===== src/sv/lbs_pkg.sv =====
// Shared constants and types for the linear blend skinning block.
// No dependencies; used by all modules through scoped names.
package lbs_pkg;
	localparam int NumJoints     = 64;
	localparam int MaxInfluences = 8;
	localparam int PaletteWords  = NumJoints * 12;
	localparam int PalAw         = $clog2(PaletteWords);

	localparam logic [1:0] CmdPalette   = 2'd0;
	localparam logic [1:0] CmdVector    = 2'd1;
	localparam logic [1:0] CmdInfluence = 2'd2;

	localparam logic [1:0] KindPos = 2'd0;
	localparam logic [1:0] KindNrm = 2'd1;
	localparam logic [1:0] KindTan = 2'd2;
	localparam logic [1:0] SelNone = 2'd3;

	typedef logic signed [31:0] word_t;
	typedef logic signed [49:0] dot_t;
	typedef logic signed [63:0] acc_t;

	// saturate a wide signed value to 32 bits
	function automatic word_t sat32(input acc_t x);
		if (x > 64'sd2147483647) return 32'sh7fffffff;
		if (x < -64'sd2147483648) return 32'sh80000000;
		return x[31:0];
	endfunction
endpackage


===== src/sv/lbs_mac.sv =====
// Shared multiply-accumulate unit: one matrix word times one vector word per cycle,
// summed into a row dot product with the translation path. Depends on lbs_pkg.
module lbs_mac (
	input  logic           clk,
	input  logic           clr_dot,
	input  logic           do_mul,
	input  logic           do_tr,
	input  lbs_pkg::word_t m,
	input  lbs_pkg::word_t v,
	output lbs_pkg::dot_t  dot
);
	logic signed [63:0] prod_s1;
	lbs_pkg::dot_t dot_q;

	// multiply stage, then floor-shift and add into the dot sum; or clear it, or add the translation word
	always_ff @(posedge clk) begin
		prod_s1 <= 64'(m) * 64'(v);
		if (clr_dot) dot_q <= '0;
		else if (do_mul) dot_q <= dot_q + 50'(prod_s1 >>> 16);
		else if (do_tr) dot_q <= dot_q + 50'(m);
	end
	assign dot = dot_q;
endmodule


===== config.mk =====
export PLATFORM = sky130hd
export DESIGN_NAME = lbs_mac
export DESIGN_NICKNAME = d
export VERILOG_FILES = /design/src/sv/lbs_pkg.sv /design/src/sv/lbs_mac.sv
export SDC_FILE = /design/constraint.sdc
export NUM_CORES = 2
export LEC_CHECK = 0
export ABC_AREA = 0
export BUFFER_PORTS_ARGS = -buffer_cell sky130_fd_sc_hd__clkbuf_2
export CAP_MARGIN = 25
export CORE_MARGIN = 2
export CORE_UTILIZATION = 60
export CTS_BUF_LIST = sky130_fd_sc_hd__clkbuf_4 sky130_fd_sc_hd__clkbuf_8 sky130_fd_sc_hd__clkbuf_16
export DETAILED_ROUTE_END_ITERATION = 6
export PLACE_DENSITY_LB_ADDON = 0.1
export RECOVER_POWER = 25
export SLEW_MARGIN = 20
export SYNTH_ARGS = -nofsm -noshare
export SYNTH_HDL_FRONTEND = slang
export SYNTH_SLANG_ARGS = --single-unit
export TNS_END_PERCENT = 20

===== constraint.sdc =====
create_clock -name clk -period 11.9 [get_ports clk]
set_input_delay 0.595 -clock clk [delete_from_list [all_inputs] [get_ports clk]]
set_output_delay 0.595 -clock clk [all_outputs]
set_load 0.02 [all_outputs]

# Word level (Yosys, flattened, before mapping)
# Index checks and enable logic that the tools add are counted.
# Widths: inputs -> output; s select.
totals:
  register_bits: 114
  latch_bits: 0
  ram_bits: 0
  romBits: 0
  output_inout_bits: 50
  elab_cells: 8
  n_memories: 0
op_classes:
  n_addsub: 2
  mul: 1
  div: 0
  order_cmp: 0
  eq_ne: 0
  shifts: 0
  muxes: 2
  bitwise: 0
  reduce_logical: 1
ops:
  columns: ["operator", "n"]
  rows:
  - ["$mux 50", 2]
  - ["$mul 32x32->64", 1]
  - ["$add 50x32->50", 1]
  - ["$add 50x48->50", 1]
  - ["$reduce_bool 2->1", 1]

# Depth between registers and ports, before layout
depth:
  depth_word: 3
  ltp_mapped: 28
  ltp_nobuf: 27

# Worst setup path after synthesis
# OpenSTA, ideal clock, no wires.
synth_path:
  path_type: "input-to-reg"
  from: "input port v[2]"
  to: "register prod_s1[62]"
  setup_time_ns: 0.072
  arrival_ns: 7.663
  slack_ns: 4.165
  path_stages: 23
  n_path_buf: 1
  path_cell_list: "clkbuf_1 > nand2_1 > inv_1 > fa_1 > fa_1 > fa_1 > inv_1 > fa_1 > inv_1 > fa_1 > fa_1 > inv_1 > fa_1 > fa_1 > inv_1 > ha_1 > a21o_1 > a21o_1 > a21oi_1 > nor3b_1 > a21oi_1 > o31ai_1 > xnor2_1"
synth_between:
  elab_chain_len: 1
synth_rtl:
  columns: ["item", "line_no", "text"]
  rows:
  - ["from (decl)", "lbs_mac.sv:9", "input lbs_pkg::word_t v,"]
  - ["$mul 32x32->64", "lbs_mac.sv:17", "prod_s1 <= 64'(m) * 64'(v);"]
  - ["to (signal assigned)", "lbs_mac.sv:17", null]
  - ["to (decl)", "lbs_mac.sv:12", "logic signed [63:0] prod_s1;"]
# Every way passes these cells.
# A chain may end at the register's enable or synchronous reset.

# Final worst setup path
layout_path:
  from: "input port v[3]"
  to: "register prod_s1[62]"
# Same word-level chain as after synthesis.

==> metrics <==
CP Data Arrival Time=8.64 ns; sequential area share after synthesis=4.771%; clk sink count=98; number of endpoints failing setup at the final stage=0; normalized max-slew margin=32.75%; crit start category=input pin; Worst R2R Start=prod_s1[16]; initial antenna violation count=6; initial DRC count=1435; largest net degree at the start of global routing=60; Post-CTS Setup Inserts=0; CTS H-Tree Depth=3; vias in the first global route=32235; CP dominant cell by count=fa_1; top cell type's share of synthesized area=52.67%; CTS tree=yes; Crit path depth=22; GPL Wtd Cong=0.9089; post-route setup TNS=0 ns; Crit Path Class=input pin to flop; # rows=95; Avg Synthesized Cell Area=9.357 sq um; clock tree buffer depth=2; Final nets=5704; flops & latches, synth=98; global route overflow=0; starting density of the core=60.91%; max incr delay on CP=0.91 ns; DR top layer=met5; Synth Net Count=5774; Sequential Area=1962 sq um; metal2 WL=54.99 mm; Synth-to-Final Area Change=3.173%; Remaining DRCs=0; Slowest cell on crit path=fa_1; Hold Crit Start=dot[46]; final number of hold-violating endpoints=0; crit-path cells=clkbuf_2 > and2_1 > fa_1 > fa_1 > fa_1 > inv_1 > fa_1 > inv_1 > fa_1 > fa_1 > inv_1 > fa_1 > fa_1 > inv_1 > ha_1 > a21o_1 > a21o_1 > a21oi_1 > nor3b_1 > a21oi_1 > o31ai_1 > xnor2_1; multi-input logic area=34740 sq um; asr flop ratio synth=0%; WL per Instance=19.77 microns; Final period util=70.24%; max frequency=119.6 MHz; total track usage=30.97%; Slew @ Worst Pin=1.009 ns; Die W=265.8 microns; RR Endpoint=dot[34]; die area=70650 sq um; Syn Inst Count=4395; min-delay worst type=flop to flop; Slew Limit Fails=0; drt pass-1 iters=5; clock tree root driver cell=clkbuf_16; Clock transition at path regs=0.08 ns; total number of vias=29065; CP bufs+invs=5; Detail Route Antenna Nets=0; Max-Cap Viols=0; R2R cell count=14; hold path depth=2; Clk Latency, worst-skew pair=0.36 ns; RSZ-0062 raised after global routing=no; Yosys cell types=76; r2r setup slk=8.53 ns; area leader, netlist=fa_1; vias per cell=5.581; Die Ht=265.8 microns; global-route wire length before repair=170.8 mm; number of synthesized flops with an enable pin=0; I/O pins=118; largest cells by area after synthesis=fa_1 53%, inv_1 8.7%, and2_1 8.0%, ha_1 7.0%, nand2_1 5.6%; hold endpoint=dot[46]; synthesized area=41120 sq um; main flop type after synthesis=dfxtp_1; Worst EP required=12.18 ns; Commonest cells post-synth=1082 x fa_1, 952 x inv_1, 615 x nand2_1, 523 x and2_1, 229 x ha_1; layout cell share with drive strength beyond 1=4.319%; CTS Buf Count=9; Crit path max-delay family=adder cells; PostCTS Resize Cnt=0; final worst path period need=8.359 ns; port bufs=117; hold bufs inserted after CTS=0; cell with the most instances after synthesis=fa_1; crit path capture type=flop; core footprint=67510 sq um; Layout fillers=5861; Post-DP HPWL=83.74 mm; Ys Warns=0; met3 wire len=4.614 mm; status=finished, final reports clean; Worst Skew=0.01341 ns; CP Launch Point=v[3]; DRT Wirelength=103.0 mm; worst-path fanout max=32; Metal-1 WL=40.05 mm
-- worst max-delay path by stage --
stage,end
final,prod_s1[62]
after global routing,prod_s1[62]
after CTS,prod_s1[62]
after detailed placement,prod_s1[62]
after global placement,prod_s1[62]
after floorplan,prod_s1[62]
-- through the flow --
stage	cell area, sq um	cells	setup WS, ns	hold WS, ns	util [%]
detailed placement	42150	5186	3.189	0.4705	62.42
CTS	42450	5202	3.538	0.4813	62.87
finish	42430	5208	3.541	0.4772	62.84
floorplan	41120	4395	4.165	0.5407	-
global placement	42150	5186	3.289	0.4656	62.42
global route	42430	5207	3.024	0.4946	62.84
-- placed cells by master (no fill, tap or decap), types with 37 or more instances in the layout --
cell type,instances
dfxtp_1,98
clkbuf_2,80
a21o_1,47
inv_1,952
nand2_1,615
nor2_1,84
a21oi_1,114
and2_1,523
xnor2_1,70
fa_1,1082
ha_1,229
clkbuf_1,37
-- routing by layer --
| metal | track usage (%) | vias up |
|---|---|---|
| met5 | 0 | - |
| met4 | 9.247 | 4 |
| met3 | 2.468 | 180 |
| met2 | 56.44 | 780 |
| met1 | 39.52 | 15328 |
| li1 | - | 12773 |
-- flip-flops by register name (all words and copies together), names as in the netlist --
| name | count |
|---|---|
| prod_s1 | 48 |
| dot | 50 |
-- kinds of logic after synthesis --
group	Yosys count	share of synthesized area [%]
buffers and inverters	1176	10.75
muxes	34	0.9219
xor gates and xnor gates	103	2.194
and+or+nand+nor	1336	16.14
DFF	98	4.771
AOI/OAI and AO/OA	337	5.589
adders and majority gates	1311	59.64
-- worst min-delay path, cell delays in order (launching register included) --
cell and delay, ns:
dfxtp_1 0.33, nand2_1 0.05, o21ai_1 0.05
-- cell type report --
type                    count  share of cell area (%)
multi-input cells        3121                   81.89
inverters                 952                   8.422
flip-flops and latches     98                   4.624
well taps                 873                   2.574
repair buffers            143                   1.749
clock buffers               9                  0.5308
clock inverters             7                  0.1799
diodes                      5                 0.02949
Power is not shown: default switching activity piles up to over one toggle a cycle in this logic, so the estimate is an artifact.
